==> src/pfor_pkg.sv <==
`default_nettype none

package pfor_pkg;

	// input commands
	localparam logic [1:0] CMD_START = 2'd0;
	localparam logic [1:0] CMD_LOW   = 2'd1;
	localparam logic [1:0] CMD_EXC   = 2'd2;

	// operations queued from the front end to the back end
	localparam logic [1:0] OP_WRITE = 2'd0;
	localparam logic [1:0] OP_FILL  = 2'd1;
	localparam logic [1:0] OP_PATCH = 2'd2;
	localparam logic [1:0] OP_NONE  = 2'd3;

	// entry index width, enough for the largest supported block
	localparam int ADDR_W = 8;

	// operation queue depth, a power of two
	localparam int QUEUE_DEPTH = 4;

	typedef struct packed {
		logic [1:0]  command;
		logic        prefix_mode;
		logic [4:0]  value_width;
		logic [2:0]  exception_count;
		logic [31:0] base;
		logic [31:0] value;
		logic [6:0]  exception_position;
		logic [7:0]  exception_bits;
	} item_t;

	typedef struct packed {
		logic [31:0] first_value;
		logic [31:0] second_value;
		logic [5:0]  pair_index;
		logic        last;
	} pair_t;

	// one queued operation; emit asks for the block to be drained afterwards
	typedef struct packed {
		logic [1:0]        op;
		logic [ADDR_W-1:0] addr;
		logic [31:0]       data;
		logic              emit;
		logic              mode;
		logic [31:0]       base;
	} op_t;

endpackage

`default_nettype wire

==> src/pfor_queue.sv <==
`default_nettype none

module pfor_queue (
	input  wire            logic clk,
	input  wire            logic arst_n,
	input  wire            logic push,
	input  pfor_pkg::op_t  push_op,
	output logic           full,
	input  wire            logic pop,
	output pfor_pkg::op_t  head,
	output logic           empty
);

	localparam int PW = $clog2(pfor_pkg::QUEUE_DEPTH);

	pfor_pkg::op_t entry_q [pfor_pkg::QUEUE_DEPTH];
	logic [PW-1:0] wr_ptr_q;
	logic [PW-1:0] rd_ptr_q;
	logic [PW:0]   cnt_q;

	assign full  = cnt_q == (PW + 1)'(pfor_pkg::QUEUE_DEPTH);
	assign empty = cnt_q == '0;
	assign head  = entry_q[rd_ptr_q];

	// store the pushed operation
	always_ff @(posedge clk) begin
		if (push) begin
			entry_q[wr_ptr_q] <= push_op;
		end
	end

	// advance pointers and occupancy
	always_ff @(posedge clk or negedge arst_n) begin
		if (!arst_n) begin
			wr_ptr_q <= '0;
			rd_ptr_q <= '0;
			cnt_q    <= '0;
		end else begin
			if (push) begin
				wr_ptr_q <= wr_ptr_q + 1'b1;
			end
			if (pop) begin
				rd_ptr_q <= rd_ptr_q + 1'b1;
			end
			case ({push, pop})
				2'b10:   cnt_q <= cnt_q + 1'b1;
				2'b01:   cnt_q <= cnt_q - 1'b1;
				default: ;
			endcase
		end
	end

endmodule

`default_nettype wire

==> config.mk <==
export PLATFORM = sky130hd
export DESIGN_NAME = pfor_queue
export DESIGN_NICKNAME = d
export VERILOG_FILES = /design/src/pfor_pkg.sv /design/src/pfor_queue.sv
export SDC_FILE = /design/constraint.sdc
export NUM_CORES = 1
export LEC_CHECK = 0
export CAP_MARGIN = 20
export CORE_AREA = 2 2 147 149
export DETAILED_ROUTE_END_ITERATION = 8
export DIE_AREA = 0 0 149 151
export DONT_BUFFER_PORTS = 1
export HOLD_SLACK_MARGIN = 0.08
export PLACE_DENSITY = 0.81
export SLEW_MARGIN = 5
export SYNTH_ARGS = -nofsm -noshare
export SYNTH_HDL_FRONTEND = slang
export SYNTH_SLANG_ARGS = --single-unit
==> constraint.sdc <==
create_clock -name clk -period 2.7 [get_ports clk]
set_input_delay 0.405 -clock clk [delete_from_list [all_inputs] [get_ports clk]]
set_output_delay 0.405 -clock clk [all_outputs]
set_load 0.03 [all_outputs]
# Word-level counts from Yosys, hierarchy flattened

Memories as Yosys holds them, arrays and structs flattened.
Index checks and enable logic that the tools add are counted.

Register bits after elaboration: 7
RAM bits: 304
Bits of input ports: 80
Output and inout bits: 78
Word-level logic and storage cells: 16
Memories: 1

$add $sub $neg: 4
Equal/unequal tests: 3
Mux-type cells: 3
Reductions and logical operators: 2

Memories:

| memory  | words | width | read ports | clocked after Yosys merged registers in | wr ports | line             | source |
|---|---|---|---|---|---|---|---|
| entry_q | 4     | 76    | 1          | 0                                       | 1        | pfor_queue.sv:16 | `pfor_pkg::op_t entry_q [pfor_pkg::QUEUE_DEPTH];` |

Operator list:

| operator            | number |
|---|---|
| $pmux 3 s2          | 1 |
| $add 2x1->2 const B | 2 |
| $add 3x1->3 const B | 1 |
| $eq 3x3->1 const B  | 1 |
| $logic_not 3->1     | 1 |
| $sub 3x1->3 const B | 1 |
| $eq 2x1->1 const B  | 1 |
| $eq 2x2->1 const B  | 1 |
| $mux 1              | 2 |
| $reduce_bool 2->1   | 1 |

# Depth between registers and ports, before layout

Word-level depth: 2
Mapped depth: 7
Depth with buffers taken out: 7

# Least setup slack after synthesis

OpenSTA, ideal clock, no wires.

Path kind: register to register
From: register wr_ptr_q[0]
To: memory entry_q[0][0] in the netlist's numbering, enable pin
Library setup time: 0.442 ns
Arrival time: 2.395 ns
Required time: 2.258 ns
Path slack: -0.137 ns
Cell stages (with the launch flop): 4
Path buffers: 0
Period minus slack after synthesis: 2.837 ns
Cell sequence: dfrtp_1 > inv_1 > ha_1 > and2_1

RTL lines:

| what                     | line             | source |
|---|---|---|
| start: declaration       | pfor_queue.sv:17 | `logic [PW-1:0] wr_ptr_q;` |
| start signal: assignment | pfor_queue.sv:40 | `wr_ptr_q <= wr_ptr_q + 1'b1;` |
| end: declaration         | pfor_queue.sv:16 |  |

No word-level cell before the write port.

==> summary.md <==
| Metric | Value |
|---|---|
| Outcome | `finished, final reports clean` |
| Cell taking the most area after synthesis | `edfxtp_1` |
| Clk buf depth | `3` |
| Clk_lat worst skew | `approximately 0.53 ns` |
| Fin util | `64.9%` |
| Via density per instance | `approximately 5.8` |
| Fin crit share | `between 90% and 100%` |
| Routed WL | `20100 um` |
| Arrival time of the worst setup path | `about 2.1 ns` |
| Starting DRT DRC Count | `about 320` |
| GRT overflow | `0` |
| Cells after Synth | `approximately 440` |
| Initial antenna violation count | `1` |
| Largest cells by area after synthesis | `edfxtp_1, mux4_2, dfrtp_1, ha_1, buf_12` |
| Pin count of the biggest net entering global routing | `between 70 and 80` |
| Post CTS Setup Buffer Count | `0` |
| Share of the yosys chip area belonging to registers | `between 80% and 90%` |
| WP data required | `approximately 2.3 ns` |
| Slew @ Worst Pin | `slightly below 0.5 ns` |
| Synth warnings | `0` |
| Post-synth EDFFs | `304` |
| PortBufs | `0` |
| Post-route cell area | `approximately 14000 um^2` |
| Die X | `149 um` |
| R2R Setup Slk | `0.90 ns` |
| Worst-path fanout max | `29` |
| Crit end category | `output pin` |
| Post-synthesis register bit count | `~310` |
| Slowest cell on crit path | `mux4_2` |
| VDD IR-drop max | `approximately 700 uV` |
| Most instantiated cells after synthesis | `edfxtp_1, mux4_2, buf_2, dfrtp_1, inv_1` |
| Register area | `about 9300 um^2` |
| Setup slack after layout | `between 0.15 and 0.2 ns` |
| Placed cell area | `between 10000 and 15000 um^2` |
| Cell Area, Synth | `~11000 um^2` |
| Worst path depth | `2` |
| Max frequency | `roughly 400 MHz` |
| Buffers & Inverters on Critical Path | `1` |
| Clock period minus worst slack | `2.53 ns` |
| Post-DP HPWL | `~12000 um` |
| Place WS | `about 0.7 ns` |
| LEAKAGE | `roughly 4.4 nW` |
| Most common cell in the netlist | `edfxtp_1` |
| DRC errors left | `0` |
| CP Class | `flop to output pin` |
| Pwr dens | `between 1000 and 1500 nW/um^2` |
| Clk sink count | `~310` |
| WHS Endpoint | `cnt_q[0]` |
| IO Pins | `roughly 160` |
| Cell family with the largest share of critical-path delay | `multiplexers` |
| Syn Nets | `~520` |
| Max-cap viol count | `0` |
| Number of buffers created by CTS | `29` |
| Die Ht | `151 um` |
| Clk slew on worst S/H paths | `about 0.06 ns` |
| DR WL/cell | `roughly 24 um` |
| Hold buffers post-CTS | `79` |
| Root Driver | `clkbuf_16` |
| FF-to-FF Start | `wr_ptr_q[0]` |
| Slew margin rel. | `67.9%` |
| Nets@finish | `between 600 and 700` |
| CTS tree | `done` |
| Worst R2R End | `entry_q[2][41]` |
| Unique masters post-synth | `20` |
| Antenna-violating nets left | `0` |
| GRT Util Overall | `18.1%` |
| Hold Crit Depth | `2` |
| Share of layout cells above drive strength 1 | `~25%` |
| HP Class | `input pin to flop` |
| Fillers | `between 1000 and 1500` |
| Vias in the first global route | `5175` |
| Top-area cell type share of the netlist area | `about 80%` |
| Final Max Tran Viols | `0` |
| Core area | `about 21000 um^2` |
| RSZ-0062 raised after global routing | `no` |
| Area growth syn-to-layout | `18.9%` |
| CP startpoint kind | `flop` |
| CP peak stage delay | `0.67 ns` |
| Final hold vios | `0` |
| Post-Route Setup TNS | `0 ns` |
| Starting Density | `54.6%` |
| DRT Pass-1 Iters | `4` |
| Worst path cell trace | `buf_12, mux4_2` |
| Main synth FF type | `edfxtp_1` |
| First-pass GRT wire length | `30600 um` |
| Final setup viols | `0` |
| Via Count | `4819` |
| Die ar. | `about 22000 um^2` |
| Row count | `53` |
| Routability cong. | `around 0.74` |
| R2R depth | `4` |
| Hold Path Origin | `pop` |
| Async set-or-reset flop fraction in the synthesized netlist | `between 2 and 2.5%` |
| Multi-input gate area | `~1900 um^2` |
| Syn avg cell area | `between 20 and 30 um^2` |
| Final setup skew | `between 0.02 and 0.025 ns` |
| H-tree depth | `1` |
| Post-CTS Resized | `0` |
==> per-layer routing <==
layer | up-vias | global-route usage (%) | routed length, um
li1 | 2073 | - | -
met1 | 2558 | 23.9 | 7810
met2 | 162 | 31.2 | 10800
met3 | 26 | 3.73 | 1130
met4 | 0 | 4.86 | 371
met5 | - | 0 | 0
==> report_power, final <==
| part | switching, mW | internal (mW) | total, mW |
|---|---|---|---|
| clock network | 1.62 | 2.35 | 3.97 |
| registers | 0.283 | 6.32 | 6.60 |
| logic | 3.21 | 1.59 | 4.80 |
==> how the worst max path moves through the flow <==
| stage | from | to | slack, ns |
|---|---|---|---|
| 5_1_grt | rd_ptr_q[0] | head[53] | 0.05 |
| 3_5_place_dp | rd_ptr_q[0] | head[54] | 0.69 |
| 3_3_place_gp | rd_ptr_q[0] | head[54] | 0.71 |
| 4_1_cts | rd_ptr_q[0] | head[53] | 0.11 |
| 6_report | rd_ptr_q[0] | head[53] | 0.17 |
| 2_1_floorplan | wr_ptr_q[0] | entry_q[2][0] | 0.70 |
==> registers in the layout (all words and copies together), names as in the netlist <==
register	count
entry_q	304
cnt_q	3
rd_ptr_q	2
wr_ptr_q	2
==> layout make-up <==
| type | instances | area share, % |
|---|---|---|
| clock inverter | 20 | 1.51 |
| sequential | 311 | 68.9 |
| inverter | 6 | 0.167 |
| antenna | 1 | 0.0185 |
| multi-input combinational | 100 | 14.2 |
| tap | 275 | 2.55 |
| clock buffer | 33 | 5.48 |
| timing repair buffer | 92 | 7.22 |
==> worst reg2reg max path, stage by stage (launching register included) <==
cell	delay, ns
dfrtp_1	0.42
inv_1	0.11
ha_1	0.15
and2_4	0.36
buf_4	0.41
==> metrics by stage <==
step,std cells,power [mW],hold WS [ns]
floorplan,435,10.6,0.109
global placement,705,11.3,0.110
detailed placement,705,11.5,0.110
CTS,837,15.6,0.136
global route,838,16.0,0.180
finish,838,15.4,0.190
==> cell families after synthesis <==
kind of cell	share of synthesized area, %
buffers and inverters	1.43
adders and majority gates	0.726
AOI/OAI and AO/OA	0.0880
xor gates and xnor gates	0.462
muxes	15.0
DFF	81.8
and+or+nand+nor	0.451
==> placed cells by master (no fill, tap or decap), drive strengths merged, types with 2 or more instances in the layout <==
master / Yosys / layout
clkbuf: 3 / 33
edfxtp: 304 / 304
o21ai: 2 / 2
clkinvlp: 0 / 2
buf: 15 / 13
xor2: 4 / 4
nand2: 3 / 3
inv: 6 / 7
xnor2: 2 / 2
mux4: 76 / 76
dfrtp: 7 / 7
ha: 5 / 5
clkinv: 0 / 13
dlygate4sd3: 0 / 79
bufinv: 0 / 4
and2: 4 / 4
Note: power is estimated with default switching activity, not from simulation.
