[config.mk]
export PLATFORM = sky130hd
export DESIGN_NAME = pfor_front
export DESIGN_NICKNAME = d
export VERILOG_FILES = /design/src/pfor_pkg.sv /design/src/pfor_front.sv
export SDC_FILE = /design/constraint.sdc
export NUM_CORES = 1
export LEC_CHECK = 0
export BUFFER_PORTS_ARGS = -buffer_cell sky130_fd_sc_hd__buf_2
export CELL_PAD_IN_SITES_DETAIL_PLACEMENT = 0
export CELL_PAD_IN_SITES_GLOBAL_PLACEMENT = 1
export CORE_ASPECT_RATIO = 0.75
export CORE_MARGIN = 8
export CORE_UTILIZATION = 32
export CTS_CLUSTER_SIZE = 10
export DETAILED_ROUTE_END_ITERATION = 7
export GPL_TIMING_DRIVEN = 0
export HOLD_SLACK_MARGIN = 0.1
export PLACE_DENSITY_LB_ADDON = 0.1
export SYNTH_ARGS = -nofsm -noshare
export SYNTH_HDL_FRONTEND = slang
export SYNTH_SLANG_ARGS = --single-unit
[constraint.sdc]
create_clock -name clk -period 2.15 [get_ports clk]
set_input_delay 0.43 -clock clk [delete_from_list [all_inputs] [get_ports clk]]
set_output_delay 0.43 -clock clk [all_outputs]
set_load 0.05 [all_outputs]
[src/pfor_pkg.sv]
`default_nettype none

package pfor_pkg;

	// input commands
	localparam logic [1:0] CMD_START = 2'd0;
	localparam logic [1:0] CMD_LOW   = 2'd1;
	localparam logic [1:0] CMD_EXC   = 2'd2;

	// operations queued from the front end to the back end
	localparam logic [1:0] OP_WRITE = 2'd0;
	localparam logic [1:0] OP_FILL  = 2'd1;
	localparam logic [1:0] OP_PATCH = 2'd2;
	localparam logic [1:0] OP_NONE  = 2'd3;

	// entry index width, enough for the largest supported block
	localparam int ADDR_W = 8;

	// operation queue depth, a power of two
	localparam int QUEUE_DEPTH = 4;

	typedef struct packed {
		logic [1:0]  command;
		logic        prefix_mode;
		logic [4:0]  value_width;
		logic [2:0]  exception_count;
		logic [31:0] base;
		logic [31:0] value;
		logic [6:0]  exception_position;
		logic [7:0]  exception_bits;
	} item_t;

	typedef struct packed {
		logic [31:0] first_value;
		logic [31:0] second_value;
		logic [5:0]  pair_index;
		logic        last;
	} pair_t;

	// one queued operation; emit asks for the block to be drained afterwards
	typedef struct packed {
		logic [1:0]        op;
		logic [ADDR_W-1:0] addr;
		logic [31:0]       data;
		logic              emit;
		logic              mode;
		logic [31:0]       base;
	} op_t;

endpackage

`default_nettype wire

[src/pfor_front.sv]
`default_nettype none

module pfor_front #(
	parameter int BLOCK_LEN = 128
) (
	input  wire                logic clk,
	input  wire                logic arst_n,
	input  wire                logic item_valid,
	output logic               item_stall,
	input  pfor_pkg::item_t    item,
	output logic               push,
	output pfor_pkg::op_t      push_op,
	input  wire                logic full
);

	localparam int IW = $clog2(BLOCK_LEN);
	localparam logic [1:0] PH_IDLE  = 2'd0;
	localparam logic [1:0] PH_LOAD  = 2'd1;
	localparam logic [1:0] PH_PATCH = 2'd2;

	logic [1:0]  phase_q;
	logic [IW-1:0] load_cnt_q;
	logic [2:0]  exc_left_q;
	logic [4:0]  width_q;
	logic        mode_q;
	logic [31:0] base_q;

	logic        accept;
	logic        load_last;
	logic        pos_ok;
	logic [31:0] patch_bits;

	// stall only on a full queue; out-of-order beats are taken and dropped
	assign item_stall = full;
	assign accept     = item_valid && !full;
	assign load_last  = load_cnt_q == IW'(BLOCK_LEN - 1);
	assign pos_ok     = 9'(item.exception_position) < 9'(BLOCK_LEN);
	// shift the exception byte above the packed width, drop what passes bit 31
	assign patch_bits = 32'(40'(item.exception_bits) << width_q);

	// classify the beat into a back-end operation
	always_comb begin
		push         = 1'b0;
		push_op      = '0;
		push_op.mode = mode_q;
		push_op.base = base_q;
		if (accept) begin
			unique case (item.command)
				pfor_pkg::CMD_START: begin
					if (phase_q == PH_IDLE && item.value_width == 5'd0) begin
						push         = 1'b1;
						push_op.op   = pfor_pkg::OP_FILL;
						push_op.data = item.value;
						push_op.emit = item.exception_count == 3'd0;
						push_op.mode = item.prefix_mode;
						push_op.base = item.base;
					end
				end
				pfor_pkg::CMD_LOW: begin
					if (phase_q == PH_LOAD) begin
						push         = 1'b1;
						push_op.op   = pfor_pkg::OP_WRITE;
						push_op.addr = pfor_pkg::ADDR_W'(load_cnt_q);
						push_op.data = item.value;
						push_op.emit = load_last && exc_left_q == 3'd0;
					end
				end
				pfor_pkg::CMD_EXC: begin
					if (phase_q == PH_PATCH) begin
						push_op.emit = exc_left_q == 3'd1;
						push_op.addr = pfor_pkg::ADDR_W'(item.exception_position);
						push_op.data = patch_bits;
						if (pos_ok) begin
							push       = 1'b1;
							push_op.op = pfor_pkg::OP_PATCH;
						end else if (exc_left_q == 3'd1) begin
							push       = 1'b1;
							push_op.op = pfor_pkg::OP_NONE;
						end
					end
				end
				default: ;
			endcase
		end
	end

	// advance the block phase
	always_ff @(posedge clk or negedge arst_n) begin
		if (!arst_n) begin
			phase_q    <= PH_IDLE;
			load_cnt_q <= '0;
			exc_left_q <= '0;
			width_q    <= '0;
			mode_q     <= 1'b0;
			base_q     <= '0;
		end else if (accept) begin
			unique case (item.command)
				pfor_pkg::CMD_START: begin
					if (phase_q == PH_IDLE) begin
						mode_q     <= item.prefix_mode;
						width_q    <= item.value_width;
						exc_left_q <= item.exception_count;
						base_q     <= item.base;
						load_cnt_q <= '0;
						if (item.value_width != 5'd0) begin
							phase_q <= PH_LOAD;
						end else if (item.exception_count != 3'd0) begin
							phase_q <= PH_PATCH;
						end
					end
				end
				pfor_pkg::CMD_LOW: begin
					if (phase_q == PH_LOAD) begin
						load_cnt_q <= load_cnt_q + 1'b1;
						if (load_last) begin
							phase_q <= (exc_left_q == 3'd0) ? PH_IDLE : PH_PATCH;
						end
					end
				end
				pfor_pkg::CMD_EXC: begin
					if (phase_q == PH_PATCH) begin
						exc_left_q <= exc_left_q - 1'b1;
						if (exc_left_q == 3'd1) begin
							phase_q <= PH_IDLE;
						end
					end
				end
				default: ;
			endcase
		end
	end

endmodule

`default_nettype wire

# After elaboration in Yosys (flattened, before gate mapping)

Cells that the tools add are included.

Register bits after elaboration: 50
Bits of input ports: 94
Output and inout bits: 78

Add/sub/neg operators: 2
Equality and inequality tests: 12
Shift-type cells: 1
Multiplexer cells: 29
Reduce and logical (&&, ||, !) cells: 18

Operators with widths:

| kind                | count |
|---|---|
| $pmux 33 s3         | 1 |
| $mux 76             | 1 |
| $mux 66             | 1 |
| $mux 43             | 1 |
| $mux 40             | 1 |
| $mux 33             | 1 |
| $shl 8x5->32        | 1 |
| $mux 2              | 8 |
| $pmux 8 s2          | 1 |
| $mux 7              | 2 |
| $pmux 7 s2          | 1 |
| $pmux 2 s3          | 2 |
| $ne 2x2->1 const B  | 5 |
| $reduce_and 4->1    | 2 |
| $reduce_and 8->1    | 1 |
| $add 7x1->7 const B | 1 |
| $eq 7x7->1 const B  | 1 |
| $logic_not 3->1     | 2 |
| $mux 3              | 2 |
| $pmux 3 s2          | 1 |
| $reduce_bool 3->1   | 2 |
| $logic_not 5->1     | 1 |
| $mux 1              | 5 |
| $reduce_bool 5->1   | 1 |
| 11 further kinds    | 17 |

# Longest topological paths before layout

Gate-level depths: netlist (run 1).

Depth in word-level cells: 5
Mapped depth: 9
Gate-level depth less buffers: 7

# Worst setup path before layout (run 1)

OpenSTA, ideal clock, no wires.

Path type: input-to-output
Start point: input port item[88] (netlist bit)
End point: output port push_op[42] (netlist bit)
Arrival: 2.415 ns
Required time: 1.720 ns
Slack: -0.695 ns
Cell stages on the path: 7
Path buffers: 1
Path through: inv_1 -> ha_1 -> clkbuf_1 -> nand3b_1 -> nor2_1 -> nand2_1 -> o21ai_0

RTL lines:

| item               | RTL line         | text |
|---|---|---|
| start: declaration | pfor_front.sv:10 | `input pfor_pkg::item_t item,` |
| end: declaration   | pfor_front.sv:12 | `output pfor_pkg::op_t push_op,` |

==> results.toml, run 1 <==
[timing]
setup_viol = 69
fin_ws_ns = -0.484
finalHoldViolations = 0
setup_tns_ns = -22.42
fmax_mhz = 380
finalCritPeriodShare_pct = 122
clock_skew_ns = 0.00812
grt_setup_unrepaired = "true"
whs_ns = 0.360
fin_crit_ns = 2.63
drv_slew = 0
max_slew_margin_pct = 24.0
worst_pin_slew_ns = 1.14

[clocking]
clk_path_buf_depth = 2
path_clk_slew_ns = 0.07
htreeDepth = 2
clock_latency_ns = 0.29
postCtsHoldBufs = 0
numCtsBuffers = 5
cts_tree = "yes"
clockRootBuffer = "clkbuf_16"
cts_sinks = 50

[worst_setup_path]
critPathKind = "reg -> out"
cp_max_fo = 6
timing.rr.start = "phase_q[0]"
cp-end-kind = "primary output"
r2r-end = "phase_q[1]"
arrival_ns = 2.20
regToRegSetupSlack_ns = 0
crit_required_ns = 1.72
worstRegToRegCells = 8
start_kind = "register"

[floorplanning]
coreArea_sq_um = 11600
die_h_microns = 111
rows = 34
die-width_microns = 142
ios = 172
die-area_sq_um = 15700
start_util_pct = 32.8

[synth]
synth_nets = 492
async_flop_share_pct = 100
ys_top_cells_by_area = "dfrtp_1 33%, mux2_2 19%, a22oi_1 4.1%"
synth_warnings = 0
synth_edf_count = 0
syn_inst = 390
yosysTopAreaCellShare_pct = 32.8
synth_seq_area_share_pct = 32.8
synth-seq-cells = 50
avgSynthCellArea_sq_um = 9.77
synth_cell_types = 58
syn_area_sq_um = 3810
yosysTopAreaCell = "dfrtp_1"
ys_dominant_reg_cell = "dfrtp_1"

[drt]
antenna_left = 0
drc_errors = 0
drtIter0Drc = 160
first_pass_iters = 4
avgRoutedWirePerCell_microns = 18.3
viasPerCell = 5.13
wirelength_microns = 14000
vias = 3922

[final_layout]
drive_above_1_share_pct = 70.4
regArea_sq_um = 1250
num_antenna_cells = 0
fill_cells = 1009
instances_no_fill = 764
final_nets = 703
multiInputGateArea_sq_um = 3140
finalInstanceArea_sq_um = 6850
mostFrequentLayoutCell = "buf_2"
syn_to_final_growth_pct = 79.7
fin_util_pct = 59.0
mostFrequentLayoutCells = "102 x buf_2, 61 x buf_6, 47 x dfrtp_1, 38 x mux2_4, 31 x mux2_2"

[outcome]
violations = "setup timing"
outcome = "complete, but fails checks"

[pwr]
p_per_area_nw_per_um2 = 1100
leakage_nw = 2.94
total_power_mw = 7.56
ir_worst_vdd_v = 0.000779

[worst_hold_path]
min_path_type = "in -> async"

[placement]
globalplace.congestion = 0.863
dp.final_hpwl_microns = 10500
dp_slack_ns = -0.677
place_inst = 722
dpl-instance-area_sq_um = 5360
portBuffers = 170

[global_route]
antenna_found_initial = 0
grt-ovfl-total = 0
grt.total_usage_pct = 17.3
grt_max_degree = 51
first_global_vias = 4061
grt_pass1_wl_microns = 22000

[run]
cap_violations = 0
## metal layers
metal / vias up / wire length [microns] / share of wire [%] / GRT usage [%]
met5: - / 0 / 0 / 0
met4: 0 / 138 / 0.99 / 2.93
met3: 14 / 848 / 6.1 / 3.57
met2: 117 / 6860 / 49 / 29.4
met1: 1912 / 6120 / 44 / 22.2
li1: 1879 / - / - / -
## power breakdown
group	leakage (nW)	internal (mW)	switching, mW
Combinational	2.27	2.31	2.79
Sequential	0.599	1.36	0.283
Clock	0.0729	0.462	0.357
Total	2.94	4.14	3.43
## cell usage after synthesis (3+ instances only)
cell type  number
mux2i_1        14
nand2b_1        5
o22ai_1         4
nor2_1         40
ha_1            8
buf_2           9
a21o_1          3
a222oi_1        4
a22o_1          9
dfrtp_1        50
nor2b_1         4
nand2_1        27
nor3_1          8
nand3_1         8
buf_4           6
o21ai_0        18
mux2_1         14
buf_6           4
a22oi_1        21
a21oi_1         5
mux2_2         64
clkbuf_1        7
inv_1           7
o211ai_1        3
nand3b_1        4
## critical path, cell delays in order, from the launching register on
cell and delay (ns):
dfrtp_1 0.34, buf_6 0.15, buf_8 0.14, mux2i_2 0.22
mux2i_2 0.11, mux2_4 0.29, a222oi_1 0.40, nor2_2 0.09
buf_6 0.18
## worst max path at each step
| stage | startpoint | endpoint | cells past startpoint |
|---|---|---|---|
| finish | width_q[0] | push_op[54] | 8 |
| global route | width_q[0] | push_op[54] | 8 |
| CTS | width_q[0] | push_op[48] | 6 |
| detailed placement | item[88] | push_op[33] | 8 |
| global placement | item[88] | push_op[33] | 8 |
| floorplan | item[88] | push_op[42] | 7 |
## logic make-up after synthesis
family / count (synthesis) / synth area share (%)
buffers and inverters: 36 / 5.32
AOI/OAI and AO/OA: 88 / 17.1
and+or+nand+nor: 114 / 14.7
adders and majority gates: 8 / 2.63
DFF: 50 / 32.8
other: 1 / 0.0984
muxes: 93 / 27.3
## layout make-up
class                      count  share of cell area (%)
buffer                        23                    3.07
clock buffer                   6                    2.03
clock inverter                 2                   0.183
inverter                       9                   0.859
multi-input combinational    304                    45.9
sequential                    50                    18.3
tap                          162                    2.96
timing repair buffer         208                    26.7
## repair_timing
action / in CTS / in global routing
cloned: 3 / 1
endpoints found under the hold margin: 0 / 0
endpoints found under the setup margin: 76 / 78
gates resized for setup: 233 / 53
pin swaps: 24 / 22
setup buffers: 24 / 13
## registers in the layout, summed over array words and instances, names as in the netlist
name and cells:
mode_q 1, load_cnt_q 7, width_q 5, exc_left_q 3, base_q 32, phase_q 2
No activity file was read; power rests on OpenSTA's default activity.
==> run 2: changes to the inputs <==
PLACE_DENSITY = 0.89   (was not set)
PLACE_DENSITY_LB_ADDON = not set   (was 0.1)
==> run 2 against run 1 <==
  * The flow still finishes with violations (setup timing)
  * Non-clock buffer count increased by 6
  * Die area stayed put
  * Final cell count rose by 0.65%
  * Highest routed layer unchanged
==> results.toml, run 2 (same netlist as run 1, synthesis figures left out) <==
[floorplanning]
start_util_pct = 32.8
die-width_microns = 142
rows = 34
coreArea_sq_um = 11600
die-area_sq_um = 15700
ios = 172
die_h_microns = 111

[placement]
dpl-instance-area_sq_um = 5360
portBuffers = 170
dp_slack_ns = -0.703
place_inst = 722
dp.final_hpwl_microns = 10400
globalplace.congestion = 0.867

[worst_setup_path]
cp_top_family = "multiplexers"
crit_required_ns = 1.72
critPathMostFrequentCell = "buf_6"
cp-startpoint = "width_q[0]"
crit_chain = "buf_6 > mux4_2 > mux2_4 > a222oi_1 > nor2_2 > buf_6"
regToRegSetupSlack_ns = 0.16
crit_path_max_incr_delay_ns = 0.56
critPathKind = "reg -> out"
cp_num_buf_inv = 2
worstRegToRegCells = 6
timing.rr.start = "phase_q[0]"
start_kind = "register"
worstSetupEndpoint = "push_op[48]"
arrival_ns = 2.25
cp-end-kind = "primary output"
r2r-end = "phase_q[0]"
cp_slowest_cell = "mux4_2"
cp_max_fo = 6
cp_num_cells = 6

[clocking]
clk_path_buf_depth = 2
postCtsHoldBufs = 0
htreeDepth = 2
cts_sinks = 50
clockRootBuffer = "clkbuf_16"
cts_tree = "yes"
numCtsBuffers = 5
clock_latency_ns = 0.28
path_clk_slew_ns = 0.07

[timing]
finalCritPeriodShare_pct = 124
setup_tns_ns = -22.30
max_slew_margin_pct = 21.9
finalHoldViolations = 0
grt_setup_unrepaired = "true"
fin_crit_ns = 2.68
worst_pin_slew_ns = 1.17
setup_viol = 68
clock_skew_ns = 0.00309
fmax_mhz = 374
whs_ns = 0.377
drv_slew = 0
fin_ws_ns = -0.526

[drt]
drc_errors = 0
first_pass_iters = 4
vias = 4009
antenna_left = 0
wirelength_microns = 14300
drtIter0Drc = 210
avgRoutedWirePerCell_microns = 18.6
viasPerCell = 5.21

[final_layout]
instances_no_fill = 769
multiInputGateArea_sq_um = 3080
final_nets = 709
finalInstanceArea_sq_um = 6860
fill_cells = 971
fin_util_pct = 59.0
mostFrequentLayoutCells = "100 x buf_2, 72 x buf_6, 48 x dfrtp_1, 36 x mux2_4, 32 x mux2_2"
largest_register = "base_q"
syn_to_final_growth_pct = 79.9
top_regs = "base_q x32, load_cnt_q x7, width_q x5"
largest_reg_flops = 32
regArea_sq_um = 1250
num_antenna_cells = 0
mostFrequentLayoutCell = "buf_2"
drive_above_1_share_pct = 68.5

[global_route]
grt.total_usage_pct = 17.2
antenna_found_initial = 0
grt_max_degree = 51
grt-ovfl-total = 0
grt_pass1_wl_microns = 22100
first_global_vias = 4207

[outcome]
outcome = "complete, but fails checks"
violations = "setup timing"

[pwr]
p_clk_share_pct = 11.9
p_per_area_nw_per_um2 = 1120
total_power_mw = 7.70
intPower_mw = 4.27
ir_worst_vdd_v = 0.000794
leakage_nw = 2.94
power.net_switching_mw = 3.43
seq_power_share_pct = 21.8
swShare_pct = 44.6
power_frac_comb_pct = 66.3

[worst_hold_path]
min_path_type = "in -> async"

[run]
cap_violations = 0
run 2: power by group through the flow:
stage / sequential, mW / clock [mW] / combinational [mW]
4_1_cts: 1.64 / 0.939 / 4.85
2_1_floorplan: 1.56 / 0 / 3.14
3_5_place_dp: 1.65 / 0 / 3.89
3_3_place_gp: 1.61 / 0 / 3.83
6_report: 1.68 / 0.915 / 5.11
5_1_grt: 1.74 / 0.978 / 5.34
run 2: per-layer routing:
metal  vias to the layer above  part of all wire (%)  GRT usage, %
li1                       1883                     -             -
met1                      1964                    42          21.2
met2                       144                    50          29.8
met3                        18                   6.1          4.17
met4                         0                   1.7          3.14
met5                         -                     0             0
run 2: how the worst min path moves through the flow:
stage | slack, ns | to | startpoint | cells past startpoint
after floorplan | 0.13 | base_q[0] | arst_n | 0
after global placement | 0.47 | mode_q | mode_q | 1
after detailed placement | 0.49 | base_q[22] | base_q[22] | 1
after CTS | 0.37 | base_q[22] | item[69] | 2
after global routing | 0.37 | base_q[22] | item[69] | 2
final | 0.38 | load_cnt_q[1] | arst_n | 1
run 2: repair_timing:
action	CTS	global route
pin swaps	20	19
setup endpoints to repair	76	76
setup buffers	19	19
gates resized for setup	230	44
cloned	4	0
run 2: area by class of cell:
class                           instances  share of cell area, %
Clock buffer                            6                   2.03
Tap cell                              162                   2.96
Sequential cell                        50                   18.3
Inverter                                9                  0.858
Timing Repair Buffer                  212                   26.6
Clock inverter                          1                  0.438
Buffer                                 25                   3.89
Multi-Input combinational cell        304                   44.9
==> run 3: changes to the inputs <==
SKIP_LAST_GASP = 1   (was not set)
==> run 3 against run 2 <==
  * Power fell by 0.93%
  * Critical endpoint is now push_op[54]
  * Flip-flop and latch count is the same
  * Register-to-register slack about the same
  * Die area unchanged
  * Highest routed layer unchanged
  * Worst hold slack got worse by 0.0014 ns
  * Final cell count shrank 0.78%
  * Combinational power shrank 1%
  * Cell area is 2.0% lower
  * Fmax rose by 2.0%
  * The run still ends with setup timing left
  * Utilization shrank 1.2 points
==> results.toml, run 3 (same netlist as run 1, synthesis figures left out) <==
[worst_setup_path]
arrival_ns = 2.19
start_kind = "register"
critPathKind = "reg -> out"
cp_max_fo = 6
crit_required_ns = 1.72
cp-end-kind = "primary output"

[floorplanning]
die_h_microns = 111
ios = 172
coreArea_sq_um = 11600
rows = 34
die-area_sq_um = 15700
start_util_pct = 32.8
die-width_microns = 142

[timing]
max_slew_margin_pct = 22.1
fin_crit_ns = 2.62
grt_setup_unrepaired = "true"
finalHoldViolations = 0
setup_viol = 68
fin_ws_ns = -0.473
finalCritPeriodShare_pct = 122
worst_pin_slew_ns = 1.17
setup_tns_ns = -22.23
fmax_mhz = 381
drv_slew = 0
clock_skew_ns = 0.00437

[clocking]
path_clk_slew_ns = 0.07
postCtsHoldBufs = 0
numCtsBuffers = 5
htreeDepth = 2
clockRootBuffer = "clkbuf_16"
clk_path_buf_depth = 2
cts_sinks = 50
cts_tree = "yes"
clock_latency_ns = 0.29

[drt]
wirelength_microns = 13900
viasPerCell = 5.21
drc_errors = 0
first_pass_iters = 4
antenna_left = 0
avgRoutedWirePerCell_microns = 18.3
vias = 3977
drtIter0Drc = 226

[outcome]
violations = "setup timing"
outcome = "complete, but fails checks"

[global_route]
grt.total_usage_pct = 17.0
first_global_vias = 4177
grt_pass1_wl_microns = 21900
grt-ovfl-total = 0
antenna_found_initial = 0
grt_max_degree = 51

[placement]
dp.final_hpwl_microns = 10400
globalplace.congestion = 0.867
portBuffers = 170

[pwr]
ir_worst_vdd_v = 0.000796
p_per_area_nw_per_um2 = 1140
total_power_mw = 7.63
leakage_nw = 2.89

[final_layout]
largest_reg_flops = 32
drive_above_1_share_pct = 68.1
syn_to_final_growth_pct = 76.3
fin_util_pct = 57.9
top_regs = "base_q x32, load_cnt_q x7, width_q x5"
largest_register = "base_q"
final_nets = 703
mostFrequentLayoutCell = "buf_2"
num_antenna_cells = 0
mostFrequentLayoutCells = "100 x buf_2, 64 x buf_6, 48 x dfrtp_1, 35 x buf_4, 35 x mux2_4"

[worst_hold_path]
min_path_type = "in -> async"

[run]
cap_violations = 0
## run 3: what timing repair did
| item | CTS | global route |
|---|---|---|
| setup endpoints to repair | 76 | 76 |
| cloned | 4 | 0 |
| resized for setup | 203 | 55 |
| pin swaps | 19 | 17 |
| setup buffers | 19 | 13 |
## run 3: report_power, final
part,leakage [nW],switching [mW],internal (mW)
clock network,0.0829,0.339,0.575
registers,0.601,0.288,1.36
logic,2.20,2.78,2.28
total,2.89,3.41,4.22
## run 3: routing by layer
metal  GRT usage [%]  share of wire [%]
met1            21.1                 42
met2            29.9                 51
met3            3.87                6.1
met4            1.93               0.54
met5               0                  0
## run 3: metrics by stage
stage / hold WS [ns] / setup slack (ns) / cells / cell area, sq um
2_1_floorplan: 0.134 / -0.135 / 390 / 4300
3_5_place_dp: 0.487 / -0.703 / 722 / 5360
4_1_cts: 0.368 / -0.458 / 751 / 6450
5_1_grt: 0.375 / -0.582 / 763 / 6720
3_3_place_gp: 0.474 / -0.680 / 722 / 5360
6_report: 0.376 / -0.473 / 763 / 6720
## run 3: cell type report
cell class | count | area (sq um)
repair buffers | 206 | 1720
clock buffers | 6 | 139
fillers | 983 | 4890
well taps | 162 | 203
plain buffers | 25 | 248
clock inverters | 1 | 30.0
inverters | 9 | 58.8
multi-input cells | 304 | 3070
flip-flops and latches | 50 | 1250
## run 3: final timing paths
path	startpoint	to	slack (ns)	depth (start not counted)
max in group asynchronous	arst_n	phase_q[1]	0.99	1
setup reg to reg	phase_q[0]	phase_q[0]	0.16	6
setup / recovery	width_q[0]	push_op[54]	-0.47	8
min in group clk	item[69]	base_q[22]	0.38	2
hold reg to reg	base_q[22]	base_q[22]	0.50	1
hold / removal	arst_n	load_cnt_q[1]	0.38	1
## run 3: worst max-delay path: stages, from the launching register on
cell      delay, ns
dfrtp_1        0.34
buf_6          0.15
buf_8          0.14
mux2i_2        0.23
mux2i_2        0.14
mux2_4         0.31
a222oi_1       0.35
nor2_2         0.08
buf_6          0.17
